## config.mk

```make
export PLATFORM = sky130hd
export DESIGN_NAME = bernstein_basis_value_derivative
export DESIGN_NICKNAME = d
export VERILOG_FILES = /design/src/rtl/bbvd_pkg.sv /design/src/rtl/bbvd_ctrl.sv /design/src/rtl/bbvd_dpath.sv /design/src/rtl/bernstein_basis_value_derivative.sv
export VERILOG_INCLUDE_DIRS = /design/src /design/src/rtl
export SDC_FILE = /design/constraint.sdc
export NUM_CORES = 1
export LEC_CHECK = 0
export ABC_AREA = 0
export BUFFER_PORTS_ARGS = -buffer_cell sky130_fd_sc_hd__buf_4
export CORE_AREA = 2 2 286 288
export CTS_CLUSTER_SIZE = 30
export DETAILED_ROUTE_END_ITERATION = 10
export DIE_AREA = 0 0 288 290
export SLEW_MARGIN = 40
export SYNTH_ARGS = -nofsm -noshare
export SYNTH_HDL_FRONTEND = slang
export SYNTH_SLANG_ARGS = --single-unit
```

## constraint.sdc

```tcl
create_clock -name clk -period 15.85 [get_ports clk]
set_input_delay 0 -clock clk [delete_from_list [all_inputs] [get_ports clk]]
set_output_delay 0 -clock clk [all_outputs]
set_load 0.01 [all_outputs]
```

## src/rtl/bernstein_basis_value_derivative_assert.svh

```systemverilog
// ---------------------------------------------------------------------------
// Assertion macros for the Bernstein basis value and slope unit
// Short forms for concurrent checks clocked on clk, reset by rst_n.
// ---------------------------------------------------------------------------
`ifndef BERNSTEIN_BASIS_VALUE_DERIVATIVE_ASSERT_SVH
`define BERNSTEIN_BASIS_VALUE_DERIVATIVE_ASSERT_SVH

// same-cycle implication
`define BBVD_ASSERT_NOW(label, ante, cons, msg) \
  label: assert property (@(posedge clk) disable iff (!rst_n) (ante) |-> (cons)) \
    else $error(msg);

// next-cycle implication
`define BBVD_ASSERT_NEXT(label, ante, cons, msg) \
  label: assert property (@(posedge clk) disable iff (!rst_n) (ante) |=> (cons)) \
    else $error(msg);

`endif

```

## src/rtl/bbvd_pkg.sv

```systemverilog
// ---------------------------------------------------------------------------
// bbvd_pkg
// Shared types and constants for the Bernstein basis value and slope unit.
// ---------------------------------------------------------------------------
package bbvd_pkg;

  localparam int MAX_DEGREE = 15;
  localparam int DEPTH      = MAX_DEGREE + 1;
  localparam int IDX_W      = $clog2(DEPTH);
  localparam int DEG_W      = 4;
  localparam int POS_W      = 18;
  localparam int VAL_W      = 17;
  localparam int SLOPE_W    = 20;
  localparam int X_W        = 18;

  localparam logic [VAL_W-1:0]        ONE_Q16 = 17'd65536;
  localparam logic signed [POS_W-1:0] POS_MAX = 18'sd65536;
  localparam logic signed [POS_W-1:0] POS_MIN = -18'sd65536;
  localparam logic [DEG_W-1:0]        DEGREE_RESET = 4'd3;

  // input word
  typedef struct packed {
    logic signed [POS_W-1:0] position;
    logic                    last_point;
  } in_word_t;

  // result word
  typedef struct packed {
    logic [DEG_W-1:0]          basis_index;
    logic [VAL_W-1:0]          basis_value;
    logic signed [SLOPE_W-1:0] basis_slope;
    logic                      last_of_run;
    logic                      batch_end;
  } out_word_t;

  typedef enum logic [1:0] {
    ST_IDLE,
    ST_BUILD,
    ST_EMIT
  } state_t;

  typedef enum logic [1:0] {
    OP_NONE,
    OP_LOAD,
    OP_STEP,
    OP_EMIT
  } op_t;

  // controller to datapath
  typedef struct packed {
    op_t              op;
    logic [IDX_W-1:0] idx;
    logic             first;
    logic             use_right;
    logic             last;
    logic [DEG_W-1:0] degree;
  } cmd_t;

  // datapath to controller
  typedef struct packed {
    logic slot_free;
  } stat_t;

endpackage

```

## src/rtl/bbvd_ctrl.sv

```systemverilog
// ---------------------------------------------------------------------------
// bbvd_ctrl
// Sequencer: holds the degree register, walks the recursion rows and result
// indices, and issues one datapath command per cycle unless a result stalls.
// ---------------------------------------------------------------------------
module bbvd_ctrl (
  input  logic                          clk,
  input  logic                          rst_n,
  input  logic                          in_valid,
  output logic                          in_ready,
  input  logic                          cfg_we,
  input  logic [bbvd_pkg::DEG_W-1:0]    cfg_wdata,
  input  bbvd_pkg::stat_t               stat,
  output bbvd_pkg::cmd_t                cmd
);

  bbvd_pkg::state_t             state_r, state_nxt;
  logic [bbvd_pkg::DEG_W-1:0]   degree_r, degree_nxt;
  logic [bbvd_pkg::DEG_W-1:0]   n_r, n_nxt;
  logic [bbvd_pkg::IDX_W-1:0]   row_r, row_nxt;
  logic [bbvd_pkg::IDX_W-1:0]   col_r, col_nxt;
  logic [bbvd_pkg::IDX_W-1:0]   k_r, k_nxt;
  logic                         accept;
  logic                         row_done;
  logic                         last_row;
  logic                         emit_go;

  assign accept   = in_valid && in_ready;
  // column reached row+1 ends a row; row n-2 is the final one
  assign row_done = ({1'b0, col_r} == {1'b0, row_r} + 5'd1);
  assign last_row = ({1'b0, row_r} + 5'd2 == {1'b0, n_r});
  assign emit_go  = (state_r == bbvd_pkg::ST_EMIT) && stat.slot_free;

  // registers
  always_ff @(posedge clk) begin
    if (!rst_n) begin
      state_r  <= bbvd_pkg::ST_IDLE;
      degree_r <= bbvd_pkg::DEGREE_RESET;
      n_r      <= '0;
      row_r    <= '0;
      col_r    <= '0;
      k_r      <= '0;
    end else begin
      state_r  <= state_nxt;
      degree_r <= degree_nxt;
      n_r      <= n_nxt;
      row_r    <= row_nxt;
      col_r    <= col_nxt;
      k_r      <= k_nxt;
    end
  end

  // next state
  always_comb begin
    state_nxt = state_r;
    case (state_r)
      bbvd_pkg::ST_IDLE: begin
        if (accept) begin
          if (degree_r inside {4'd0, 4'd1}) state_nxt = bbvd_pkg::ST_EMIT;
          else                              state_nxt = bbvd_pkg::ST_BUILD;
        end
      end
      bbvd_pkg::ST_BUILD: begin
        if (row_done && last_row) state_nxt = bbvd_pkg::ST_EMIT;
      end
      bbvd_pkg::ST_EMIT: begin
        if (emit_go && (k_r == n_r)) state_nxt = bbvd_pkg::ST_IDLE;
      end
      default: state_nxt = bbvd_pkg::ST_IDLE;
    endcase
  end

  // counters and configuration
  always_comb begin
    degree_nxt = cfg_we ? cfg_wdata : degree_r;
    n_nxt      = n_r;
    row_nxt    = row_r;
    col_nxt    = col_r;
    k_nxt      = k_r;
    case (state_r)
      bbvd_pkg::ST_IDLE: begin
        if (accept) begin
          n_nxt   = degree_r;
          row_nxt = '0;
          col_nxt = '0;
          k_nxt   = '0;
        end
      end
      bbvd_pkg::ST_BUILD: begin
        if (row_done) begin
          row_nxt = row_r + 4'd1;
          col_nxt = '0;
        end else begin
          col_nxt = col_r + 4'd1;
        end
      end
      bbvd_pkg::ST_EMIT: begin
        if (emit_go) k_nxt = k_r + 4'd1;
      end
      default: begin
        k_nxt = '0;
      end
    endcase
  end

  // outputs
  always_comb begin
    in_ready      = 1'b0;
    cmd.op        = bbvd_pkg::OP_NONE;
    cmd.idx       = '0;
    cmd.first     = 1'b0;
    cmd.use_right = 1'b0;
    cmd.last      = 1'b0;
    cmd.degree    = n_r;
    case (state_r)
      bbvd_pkg::ST_IDLE: begin
        // ready is always high here, so a valid word is taken
        in_ready = 1'b1;
        if (in_valid) cmd.op = bbvd_pkg::OP_LOAD;
      end
      bbvd_pkg::ST_BUILD: begin
        cmd.op        = bbvd_pkg::OP_STEP;
        cmd.idx       = col_r;
        cmd.first     = (col_r == '0);
        cmd.use_right = !row_done;
      end
      bbvd_pkg::ST_EMIT: begin
        if (emit_go) cmd.op = bbvd_pkg::OP_EMIT;
        cmd.idx       = k_r;
        cmd.first     = (k_r == '0);
        cmd.use_right = (k_r < n_r);
        cmd.last      = (k_r == n_r);
      end
      default: begin
        in_ready = 1'b0;
      end
    endcase
  end

endmodule

```

## src/rtl/bbvd_dpath.sv

```systemverilog
// ---------------------------------------------------------------------------
// bbvd_dpath
// Datapath: clamps the position, holds the basis scratch row, runs the
// shared multiply-and-round unit and the result register.
// ---------------------------------------------------------------------------
module bbvd_dpath (
  input  logic                clk,
  input  logic                rst_n,
  input  bbvd_pkg::in_word_t  in_data,
  input  bbvd_pkg::cmd_t      cmd,
  output bbvd_pkg::stat_t     stat,
  output logic                out_valid,
  input  logic                out_ready,
  output bbvd_pkg::out_word_t out_data
);

  logic [bbvd_pkg::VAL_W-1:0]   scratch_r [bbvd_pkg::DEPTH];
  logic [bbvd_pkg::X_W-1:0]     x_r;
  logic                         last_r;
  logic [bbvd_pkg::VAL_W-1:0]   carry_r;
  logic                         out_valid_r, out_valid_nxt;
  bbvd_pkg::out_word_t          out_data_r;

  logic signed [bbvd_pkg::POS_W-1:0] pos_clamp;
  logic signed [bbvd_pkg::POS_W:0]   x_wide;
  logic [bbvd_pkg::VAL_W-1:0]        left_v;
  logic [bbvd_pkg::VAL_W-1:0]        right_v;
  logic signed [bbvd_pkg::VAL_W:0]   diff;
  logic signed [36:0]                prod;
  logic signed [36:0]                prod_rnd;
  logic signed [17:0]                corr;
  logic [17:0]                       mix;
  logic signed [22:0]                slope_raw;
  logic signed [22:0]                slope_half;
  logic [bbvd_pkg::VAL_W-1:0]        value_v;

  // clamp t to [-1,1] and map to x = t + 1 (Q17 of (t+1)/2)
  always_comb begin
    if (in_data.position > bbvd_pkg::POS_MAX)      pos_clamp = bbvd_pkg::POS_MAX;
    else if (in_data.position < bbvd_pkg::POS_MIN) pos_clamp = bbvd_pkg::POS_MIN;
    else                                           pos_clamp = in_data.position;
    x_wide = {pos_clamp[bbvd_pkg::POS_W-1], pos_clamp} + 19'sd65536;
  end

  // shared mix: x*l + (1-x)*r = r + x*(l-r), rounded half up
  always_comb begin
    left_v   = cmd.first ? '0 : carry_r;
    right_v  = cmd.use_right ? scratch_r[cmd.idx] : '0;
    diff     = $signed({1'b0, left_v}) - $signed({1'b0, right_v});
    prod     = $signed({1'b0, x_r}) * diff;
    prod_rnd = (prod + 37'sd65536) >>> 17;
    corr     = prod_rnd[17:0];
    mix      = {1'b0, right_v} + corr;
  end

  // slope: n*(l-r) halved, halves away from zero
  always_comb begin
    slope_raw = $signed({1'b0, cmd.degree}) * diff;
    if (slope_raw[22]) slope_half = slope_raw >>> 1;
    else               slope_half = (slope_raw + 23'sd1) >>> 1;
    value_v = (cmd.degree == '0) ? bbvd_pkg::ONE_Q16 : mix[bbvd_pkg::VAL_W-1:0];
  end

  // item registers and scratch row
  always_ff @(posedge clk) begin
    case (cmd.op)
      bbvd_pkg::OP_LOAD: begin
        x_r                <= x_wide[bbvd_pkg::X_W-1:0];
        last_r             <= in_data.last_point;
        scratch_r[4'd0]    <= bbvd_pkg::ONE_Q16;
      end
      bbvd_pkg::OP_STEP: begin
        scratch_r[cmd.idx] <= mix[bbvd_pkg::VAL_W-1:0];
        carry_r            <= right_v;
      end
      bbvd_pkg::OP_EMIT: begin
        carry_r                 <= right_v;
        out_data_r.basis_index  <= cmd.idx;
        out_data_r.basis_value  <= value_v;
        out_data_r.basis_slope  <= slope_half[bbvd_pkg::SLOPE_W-1:0];
        out_data_r.last_of_run  <= cmd.last;
        out_data_r.batch_end    <= cmd.last && last_r;
      end
      default: begin
        carry_r <= carry_r;
      end
    endcase
  end

  // result word valid
  always_comb begin
    out_valid_nxt = out_valid_r;
    if (cmd.op == bbvd_pkg::OP_EMIT) out_valid_nxt = 1'b1;
    else if (out_ready)              out_valid_nxt = 1'b0;
  end

  always_ff @(posedge clk) begin
    if (!rst_n) out_valid_r <= 1'b0;
    else        out_valid_r <= out_valid_nxt;
  end

  assign stat.slot_free = !out_valid_r || out_ready;
  assign out_valid      = out_valid_r;
  assign out_data       = out_data_r;

endmodule

```

## src/rtl/bernstein_basis_value_derivative.sv

```systemverilog
// ---------------------------------------------------------------------------
// bernstein_basis_value_derivative
// Bernstein basis values and slopes of degree n at one point per word.
// ---------------------------------------------------------------------------
// Usage:
//   in_*  : one position word (t in Q16, clamped to [-1,1]) plus a batch mark.
//   out_* : n+1 result words per position, k = 0..n, the last one flagged
//           with last_of_run and carrying the batch mark in batch_end.
//   cfg_* : degree register (reset 3); the user writes it only while the
//           block is idle, and the block itself does not enforce this.
// Timing: a word is taken only in the idle state. A load step captures it,
//   the order n-1 basis is then built one mix per cycle on the single shared
//   multiply-round unit, and the n+1 results are emitted in order of k. The
//   build phase is skipped for n = 0 and n = 1. Each result is captured in
//   the result register as it is emitted, so the output is registered.
// Stall: a held result stops the emit walk; the build phase carries on.
//   A new word may be taken while the final result still waits.
// Reset: synchronous on rst_n low; degree returns to 3, no result pending.
// ---------------------------------------------------------------------------
`include "bernstein_basis_value_derivative_assert.svh"

module bernstein_basis_value_derivative (
  input  logic                       clk,
  input  logic                       rst_n,
  input  logic                       in_valid,
  output logic                       in_ready,
  input  bbvd_pkg::in_word_t         in_data,
  output logic                       out_valid,
  input  logic                       out_ready,
  output bbvd_pkg::out_word_t        out_data,
  input  logic                       cfg_we,
  input  logic [bbvd_pkg::DEG_W-1:0] cfg_wdata
);

  bbvd_pkg::cmd_t  cmd;
  bbvd_pkg::stat_t stat;

  // sequencer
  bbvd_ctrl u_ctrl (
    .clk       (clk),
    .rst_n     (rst_n),
    .in_valid  (in_valid),
    .in_ready  (in_ready),
    .cfg_we    (cfg_we),
    .cfg_wdata (cfg_wdata),
    .stat      (stat),
    .cmd       (cmd)
  );

  // arithmetic and result register
  bbvd_dpath u_dpath (
    .clk       (clk),
    .rst_n     (rst_n),
    .in_data   (in_data),
    .cmd       (cmd),
    .stat      (stat),
    .out_valid (out_valid),
    .out_ready (out_ready),
    .out_data  (out_data)
  );

  // checks
  `BBVD_ASSERT_NEXT(a_busy_after_take, in_valid && in_ready, !in_ready, "word taken while busy")
  `BBVD_ASSERT_NOW(a_end_on_last, out_valid && out_data.batch_end, out_data.last_of_run, "batch_end off last result")
  `BBVD_ASSERT_NOW(a_value_range, out_valid, out_data.basis_value <= bbvd_pkg::ONE_Q16, "basis value above one")

endmodule

```

After elaboration in Yosys (flattened, before gate mapping)
Memory sizes are Yosys's and may differ from the RTL's.
Index checks and enable logic that the tools add are counted.
{ "word_totals": {"output_inout_bits": 45, "word_cells": 101, "in_bits": 28, "ram_bits": 272, "regBits": 102, "mem_count": 1} }
{ "op_classes": {"multipliers": 2, "reduce_logical": 23, "n_lt_le_gt_ge": 3, "mux": 32, "eq_ne": 14, "n_addsub": 10, "n_bitwise": 1} }
{ "mem_list": {"columns": ["name", "words", "width", "rd", "rd_clocked_by_memory_dff", "write_ports", "line", "text"], "rows": [
  ["u_dpath.scratch_r", 16, 17, 1, 0, 1, "bbvd_dpath.sv:17", "logic [bbvd_pkg::VAL_W-1:0] scratch_r [bbvd_pkg::DEPTH];"]
]} }
{ "ops": {"columns": ["op", "count"], "rows": [
  ["$mux 17", 3],
  ["$mux 18", 2],
  ["$add 34x18->34 const B", 1],
  ["$mul 19x18->34", 1],
  ["$mul 5x18->23", 1],
  ["$add 21x2->21 const B", 1],
  ["$mux 20", 1],
  ["$mux 4", 5],
  ["$add 18x18->18 const B", 1],
  ["$gt 18x18->1 const B", 1],
  ["$lt 18x17->1 const B", 1],
  ["$sub 17x17->18", 1],
  ["$add 17x17->17", 1],
  ["$reduce_or 17->1", 1],
  ["$logic_not 4->1", 4],
  ["$pmux 4 s2", 2],
  ["$add 4x1->4 const B", 3],
  ["$pmux 2 s3", 2],
  ["$pmux 4 s3", 1],
  ["$pmux 6 s2", 1],
  ["$mux 1", 10],
  ["$mux 2", 5],
  ["$reduce_and 3->1", 3],
  ["$ne 2x1->1 const B", 4],
  ["18 further kinds", 29]
]} }

Depth between registers and ports, before layout
Gate-level depths: netlist of run 1.
An unclocked memory read counts as a cell.
{ "logic_depth": {"ltp_word": 11, "depth_mapped": 59, "mapped_depth_nobuf": 55} }

Modules after synthesis
A second synthesis of run 1 with hierarchy kept.
{ "hier_totals": {"hier_cells": 2620, "area_unflattened_um2": 29917.4} }
{ "modules_own_cells": {"columns": ["module", "cells_each", "area_per_inst_um2", "seq_area_each_um2", "instances"], "rows": [
  ["bbvd_dpath", 2441, 28389.7, 10560.1, 1],
  ["bbvd_ctrl", 179, 1527.7, 440.4, 1]
]} }

Worst setup path after synthesis of run 1
Ideal clock, no wire load.
{ "synth_timing": {"path_type": "reg-to-reg", "startpoint": "register u_ctrl.state_r[0]", "endpoint": "memory u_dpath.scratch_r[0][16] (netlist name), data pin", "setup_time_ns": 0.323, "slack_ns": 3.962, "period_less_slack_ns": 11.888, "n_path_buf": 4, "stages_incl_launch_ff": 57, "t_required_ns": 15.527, "arrival_ns": 11.565, "path_cell_list": "dfxtp_1 -> inv_1 -> ha_1 -> buf_4 -> inv_2 -> o22ai_1 -> nand2_1 -> inv_2 -> buf_1 -> buf_1 -> nand2_1 -> a21oi_1 -> a221oi_1 -> nand2_1 -> nand3_1 -> a21oi_1 -> ha_1 -> fa_1 -> [... 21 more ...] -> o21a_1 -> o21a_1 -> o2111ai_1 -> nor2_1 -> nor4_1 -> o31ai_1 -> a211oi_1 -> xnor2_1 -> ha_1 -> or2_2 -> a21o_1 -> nand2_1 -> o2bb2ai_1 -> a31oi_1 -> xnor3_1 -> xnor2_1 -> xnor3_1 -> nand2_1"} }
{ "synth_rtl": {"columns": ["element", "line", "text"], "rows": [
  ["from (decl)", "bbvd_ctrl.sv:17", "bbvd_pkg::state_t state_r, state_nxt;"],
  ["from (signal assigned)", "bbvd_ctrl.sv:37", "state_r <= bbvd_pkg::ST_IDLE;"],
  ["from (signal assigned)", "bbvd_ctrl.sv:44", "state_r <= state_nxt;"],
  ["to (decl)", "bbvd_dpath.sv:17", null]
]} }

Final worst setup path of run 1
{ "layout_timing": {"startpoint": "register u_ctrl.state_r[1]", "endpoint": "memory u_dpath.scratch_r[14][16] (netlist name), data pin"} }
{ "layout_between": {"elab_chain_len": 9, "word_cells_on_any_way": 19, "classes_between": "add/sub (3); mul (1); eq/ne (3); mux (8); reduce/logical (3); memory (1)"} }
{ "layout_lines": {"columns": ["element", "line", "text"], "rows": [
  ["$eq 2x2->1 or $eq 2x1->1 (tied branches)", "bbvd_ctrl.sv:115", "case (state_r)"],
  ["$pmux 6 s2 *", "bbvd_ctrl.sv:115", null],
  ["$mem_v2 16x17", null, null],
  ["$mux 17 *", "bbvd_dpath.sv:48", "right_v = cmd.use_right ? scratch_r[cmd.idx] : '0;"],
  ["named net u_dpath.right_v (one bit)", "bbvd_dpath.sv:27", "logic [bbvd_pkg::VAL_W-1:0] right_v;"],
  ["$sub 17x17->18", "bbvd_dpath.sv:49", "diff = $signed({1'b0, left_v}) - $signed({1'b0, right_v});"],
  ["$mul 19x18->34", "bbvd_dpath.sv:50", "prod = $signed({1'b0, x_r}) * diff;"],
  ["$add 34x18->34", "bbvd_dpath.sv:51", "prod_rnd = (prod + 37'sd65536) >>> 17;"],
  ["$add 17x17->17 *", "bbvd_dpath.sv:53", "mix = {1'b0, right_v} + corr;"],
  ["$mux 17 (no line) *", null, null]
]} }
The timed path passes the listed nets; every way through them passes the cells marked *.

==> flow_summary.ini, run 1 <==
[outcome]
outcome = finished clean

[global_route]
overflow = 0
grt_pass1_wl_mm = 119
antenna_found_initial = 2
grtUsageTotal_pct = 18.3
grt_pass1_vias = 20300
grt_max_degree = 73

[drt]
wl_mm = 76.1
dr_total_vias = 20300
drt-initial-drc-count = 1558
viasPerCell = 5.09
antenna_left = 0
wl_per_cell_um = 19.0
firstDrtPassIters = 7
route.detailed.drc = 0

[synth]
synth-simple-area-share_pct = 14.8
syn_nets = 3350
synthArstFlopShare_pct = 0
synth_edf_count = 351
synth_area_leader_cell = edfxtp_1
synth-seq-cells = 374
synth-seq-area-share_pct = 37.3
netlist_top_cells_count = inv_1, nand2_1, edfxtp_1
yosysMostFrequentCell = inv_1
synthMuxAreaShare_pct = 0.343
synth_cells = 2823
synth_cell_type_count = 79
synthTopCellsByArea = edfxtp_1, fa_1, ha_1, inv_1, nand2_1
synth_top_family_by_area = adder cells
synth.avg_cell_area_sq_um = 10.5
ys_warn_count = 0
synthXorXnorAreaFrac_pct = 2.90
syn_area_sq_um = 29500
synth_top_area_share_pct = 35.7
synth_compound_gate_area_share_pct = 8.69
ys.flop_type = edfxtp_1
synth_fa_ha_area_share_pct = 28.7

[timing]
clock-skew-final_ns = 0.0487
tns_ns = 0
post-route-period-util_pct = 89.6
rsz0062_at_grt = false
finalHoldViolCount = 0
setup_violations = 0
relSlewSlack_pct = 42.6
min_period_ns = 14.20
worstMarginPinSlew_ns = 0.861
clock.fmax_ghz = 0.0704
slew_viol_final = 0

[critical_path]
reg2reg_depth = 53
crit_end = u_dpath.scratch_r[14][16]
crit_fanout = 55
required_ns = 16.17
r2r-start = u_ctrl.state_r[1]
cp-startpoint = u_ctrl.state_r[1]
critPathSlowestCell = buf_4
crit_arrival_ns = 14.53
start_kind = register
endpoint_kind = register
slowest_delay_ns = 0.63
crit_top_cell = fa_1
reg2reg_slack_ns = 1.65
r2r_end = u_dpath.scratch_r[14][16]
critPathKind = register to register

[clock_network]
cts-root-buf = clkbuf_16
clockBufferDepth = 3
cts_max_level = 2
cts_tree = yes
clk_pin_slew_worst_paths_ns = 0.06
clock_sinks = 374
clk_latency_ns = 0.61
cts_setup_buffers = 0
numCtsBuffers = 43

[placed_design]
dp_hpwl_mm = 51.8
io_buffers = 72
placed_area_sq_um = 31500
gp_congestion = 0.844

[min_path]
hp-start = in_data[0]
hp-class = primary input to register

[floorplanning]
die_h_um = 290
die_w_um = 288
ioPinCount = 73
dieArea_sq_um = 83500
coreArea_sq_um = 80200
initial_core_util_pct = 36.8
rows = 104

[flow_run]
drv_cap = 0

[cells_and_area]
area_growth_pct = 13.1
nets = 3431
antenna_cells = 0
final_area_sq_um = 33400
drive_gt1_share_pct = 8.85
fill_cells = 7779
final cells by class:
class                   count  area [sq um]  area share (%)
repair buffers            161          1410            4.21
well taps                1060          1330            3.97
clock inverters            28           236           0.709
multi-input cells        1882         16600            49.8
flip-flops and latches    374         11000            33.0
inverters                 442          1660            4.99
clock buffers              51          1110            3.31
what timing repair did:
action / CTS / global route
gates resized for setup: 0 / 0
endpoints found under the hold margin: 42 / 0
hold buffers: 36 / 0
layout by cell type (no fill, tap or decap), types with 7 or more instances in the layout:
cell type / Yosys / layout
a211oi_1: 35 / 33
a21boi_0: 9 / 8
a21o_1: 23 / 23
a21oi_1: 125 / 119
a221oi_1: 32 / 32
a22o_1: 28 / 28
a31oi_1: 7 / 7
and2_1: 206 / 205
buf_4: 1 / 111
clkbuf_1: 106 / 8
clkbuf_16: 0 / 43
clkinv_1: 0 / 10
clkinv_2: 0 / 7
dfxtp_1: 23 / 21
dlygate4sd3_1: 0 / 36
edfxtp_1: 351 / 351
fa_1: 295 / 295
ha_1: 204 / 202
inv_1: 436 / 436
mux2i_1: 9 / 9
nand2_1: 396 / 395
nand2b_1: 36 / 35
nand3_1: 31 / 31
nand4_1: 10 / 10
nor2_1: 90 / 77
nor2_2: 0 / 11
nor2b_1: 34 / 34
nor3_1: 42 / 42
o21a_1: 17 / 17
o21ai_0: 29 / 29
o21ai_1: 26 / 26
or2_2: 11 / 11
xnor2_1: 66 / 54
xnor2_2: 0 / 10
xor2_1: 24 / 22
how the worst min path moves through the flow:
stage	endpoint	cells past startpoint
after floorplan	u_dpath.last_r	0
after global placement	u_dpath.last_r	1
after detailed placement	u_dpath.last_r	1
after CTS	u_dpath.last_r	2
after global routing	u_dpath.last_r	2
final	u_dpath.last_r	2
worst max-delay path, delay by kind of cell, from the launching register on:
kind                     cells  cell delay, ns
buffers and inverters       10            1.88
XOR/XNOR                     5            1.31
AND/OR/NAND/NOR              7            1.06
AO/OA/AOI/OAI               21            5.12
flip-flops                   1            0.33
adder cells (fa/ha/maj)     10            4.22
cell families after synthesis:
| group | Yosys count |
|---|---|
| and+or+nand+nor | 898 |
| AOI/OAI and AO/OA | 382 |
| buffers and inverters | 567 |
| xor gates and xnor gates | 93 |
| adders and majority gates | 499 |
| muxes | 10 |
| DFF | 374 |
stage by stage:
| step | hold WS (ns) | utilization [%] | cells | setup slack [ns] |
|---|---|---|---|---|
| floorplan | 0.0989 | - | 2823 | 3.96 |
| global placement | 0.185 | 39.2 | 3871 | 1.74 |
| detailed placement | 0.184 | 39.4 | 3875 | 1.46 |
| CTS | 0.113 | 41.5 | 3990 | 1.43 |
| global route | 0.124 | 41.6 | 3998 | 0.557 |
| finish | 0.144 | 41.6 | 3998 | 1.65 |
metal layers:
layer  up-vias  global-route usage, %  wire length, um  share of wire (%)
met5         -                      0                9              0.012
met1     10200                   25.7            33700                 44
met4         2                   4.97             1940                2.6
li1       9428                      -                -                  -
met3       119                   3.17             4810                6.3
met2       587                   29.3            35700                 47
state kept, by name, summed over array words and instances (netlist names), 4 cells and up:
signal / cells
u_dpath.scratch_r: 272
u_dpath.out_data: 43
u_dpath.x_r: 18
u_dpath.carry_r: 17
u_ctrl.col_r: 4
u_ctrl.degree_r: 4
u_ctrl.k_r: 4
u_ctrl.n_r: 4
u_ctrl.row_r: 4
Power of run 1 is left out: the tool's default activity adds up to more than one toggle a clock period on the data nets, which glitch-free logic cannot reach.
==> run 2: changes to the inputs <==
--- a/config.mk
+++ b/config.mk
@@ -12,6 +12,7 @@
 export CTS_CLUSTER_SIZE = 30
 export DETAILED_ROUTE_END_ITERATION = 10
 export DIE_AREA = 0 0 288 290
+export GPL_TIMING_DRIVEN = 0
 export SLEW_MARGIN = 40
 export SYNTH_ARGS = -nofsm -noshare
 export SYNTH_HDL_FRONTEND = slang
==> flow_summary.ini, run 2 (synthesis results as in run 1) <==
[timing]
setup_violations = 0
min_period_ns = 15.02
tns_ns = 0
clock-skew-final_ns = 0.0264
relSlewSlack_pct = 41.9
timing.hold.ws_ns = 0.140
clock.fmax_ghz = 0.0666
post-route-period-util_pct = 94.8
finalHoldViolCount = 0
rsz0062_at_grt = false
slew_viol_final = 0
worstMarginPinSlew_ns = 0.871

[critical_path]
start_kind = register
crit_fanout = 16
endpoint_kind = register
worstPathBufferInverterCount = 10
crit_top_cell = fa_1
crit_cells = 51
slowest_delay_ns = 0.61
critPathSlowestCell = clkbuf_1
critPathKind = register to register
critPathTopFamily = compound AO/OA/AOI/OAI gates
reg2reg_depth = 51
crit_arrival_ns = 15.22
required_ns = 16.05

[floorplanning]
ioPinCount = 73
die_h_um = 290
dieArea_sq_um = 83500
die_w_um = 288
initial_core_util_pct = 36.8
rows = 104
coreArea_sq_um = 80200

[cells_and_area]
area_growth_pct = 14.1
layout_commonest_cell = inv_1
antenna_cells = 0
multi_input_area_sq_um = 16500
reg_top3 = u_dpath.scratch_r (272), u_dpath.out_data (43), u_dpath.x_r (18)
fill_cells = 7818
top_register = u_dpath.scratch_r
largest_reg_flops = 272
layout_common_cells = inv_1, nand2_1, edfxtp_1
seq_area_sq_um = 11000
drive_gt1_share_pct = 7.46
nets = 3521

[global_route]
grt_max_degree = 34
grtUsageTotal_pct = 19.4
overflow = 0
grt_pass1_wl_mm = 124
antenna_found_initial = 2
grt_pass1_vias = 21100

[drt]
wl_per_cell_um = 19.5
firstDrtPassIters = 5
wl_met1_mm = 35.2
dr_wl_met3_mm = 4.67
topRoutingLayerUsed = met4
route.detailed.drc = 0
antenna_left = 0
drt-initial-drc-count = 1617
wl_mm = 79.8
dr_total_vias = 20700
dr_wl_met2_mm = 37.5
viasPerCell = 5.06

[outcome]
outcome = finished clean

[min_path]
hp-class = primary input to register
min_path_cells = 2

[clock_network]
clock_sinks = 374
clk_pin_slew_worst_paths_ns = 0.06
cts_setup_buffers = 0
cts_tree = yes
clk_latency_ns = 0.60
cts_max_level = 2
clockBufferDepth = 3
numCtsBuffers = 42
cts-root-buf = clkbuf_16

[placed_design]
dp_hpwl_mm = 61.0
gp_congestion = 0.898
io_buffers = 70

[flow_run]
drv_cap = 0
[run 2: cell count changes in the layout (fill, tap and decap cells not counted), moves of 4 or more]
cell	before	now
clkbuf_1	8	105
buf_4	111	72
clkbuf_2	0	11
xnor2_1	54	65
nor2_2	11	2
nor2_4	2	11
xnor2_2	10	1
buf_1	0	8
buf_2	0	8
buf_16	2	7
a21oi_1	119	123
a21oi_2	4	0
[run 2: worst paths after layout]
check / start / endpoint / slack [ns]
worst max-delay path: u_ctrl.state_r[0] / u_dpath.scratch_r[9][16] / 0.83
worst max register to register: u_ctrl.state_r[0] / u_dpath.scratch_r[9][16] / 0.83
worst min-delay path: in_data[0] / u_dpath.last_r / 0.14
worst min register to register: u_ctrl.degree_r[1] / u_ctrl.n_r[1] / 0.51
[run 2: layout make-up]
type / count / share of cell area, %
plain buffers: 125 / 1.54
clock buffers: 51 / 3.28
clock inverters: 27 / 0.943
inverters: 442 / 4.94
multi-input cells: 1882 / 49.1
flip-flops and latches: 374 / 32.6
well taps: 1060 / 3.94
repair buffers: 127 / 3.65
[run 2: metal layers]
metal	vias to the layer above	GRT usage, %
met5	-	0
li1	9635	-
met1	10300	26.9
met2	628	31.5
met3	147	2.40
met4	0	5.93
[run 2: what timing repair did]
item	in CTS	in global routing
gates resized for setup	0	19
endpoints found under the setup margin	0	32
endpoints found under the hold margin	42	0
hold buffers	36	0
[run 2: per-stage QoR]
stage                     setup WS [ns]  util, %  cells  instance area (sq um)
final                             0.831     42.0   4088                  33700
after global routing             0.0204     42.0   4088                  33700
after CTS                         0.586     42.0   4088                  33700
after detailed placement          0.612     39.8   3974                  31900
after global placement            0.381     39.1   3953                  31400
after floorplan                    3.96        -   2823                  29500
Power of run 2 is left out for the same reason.
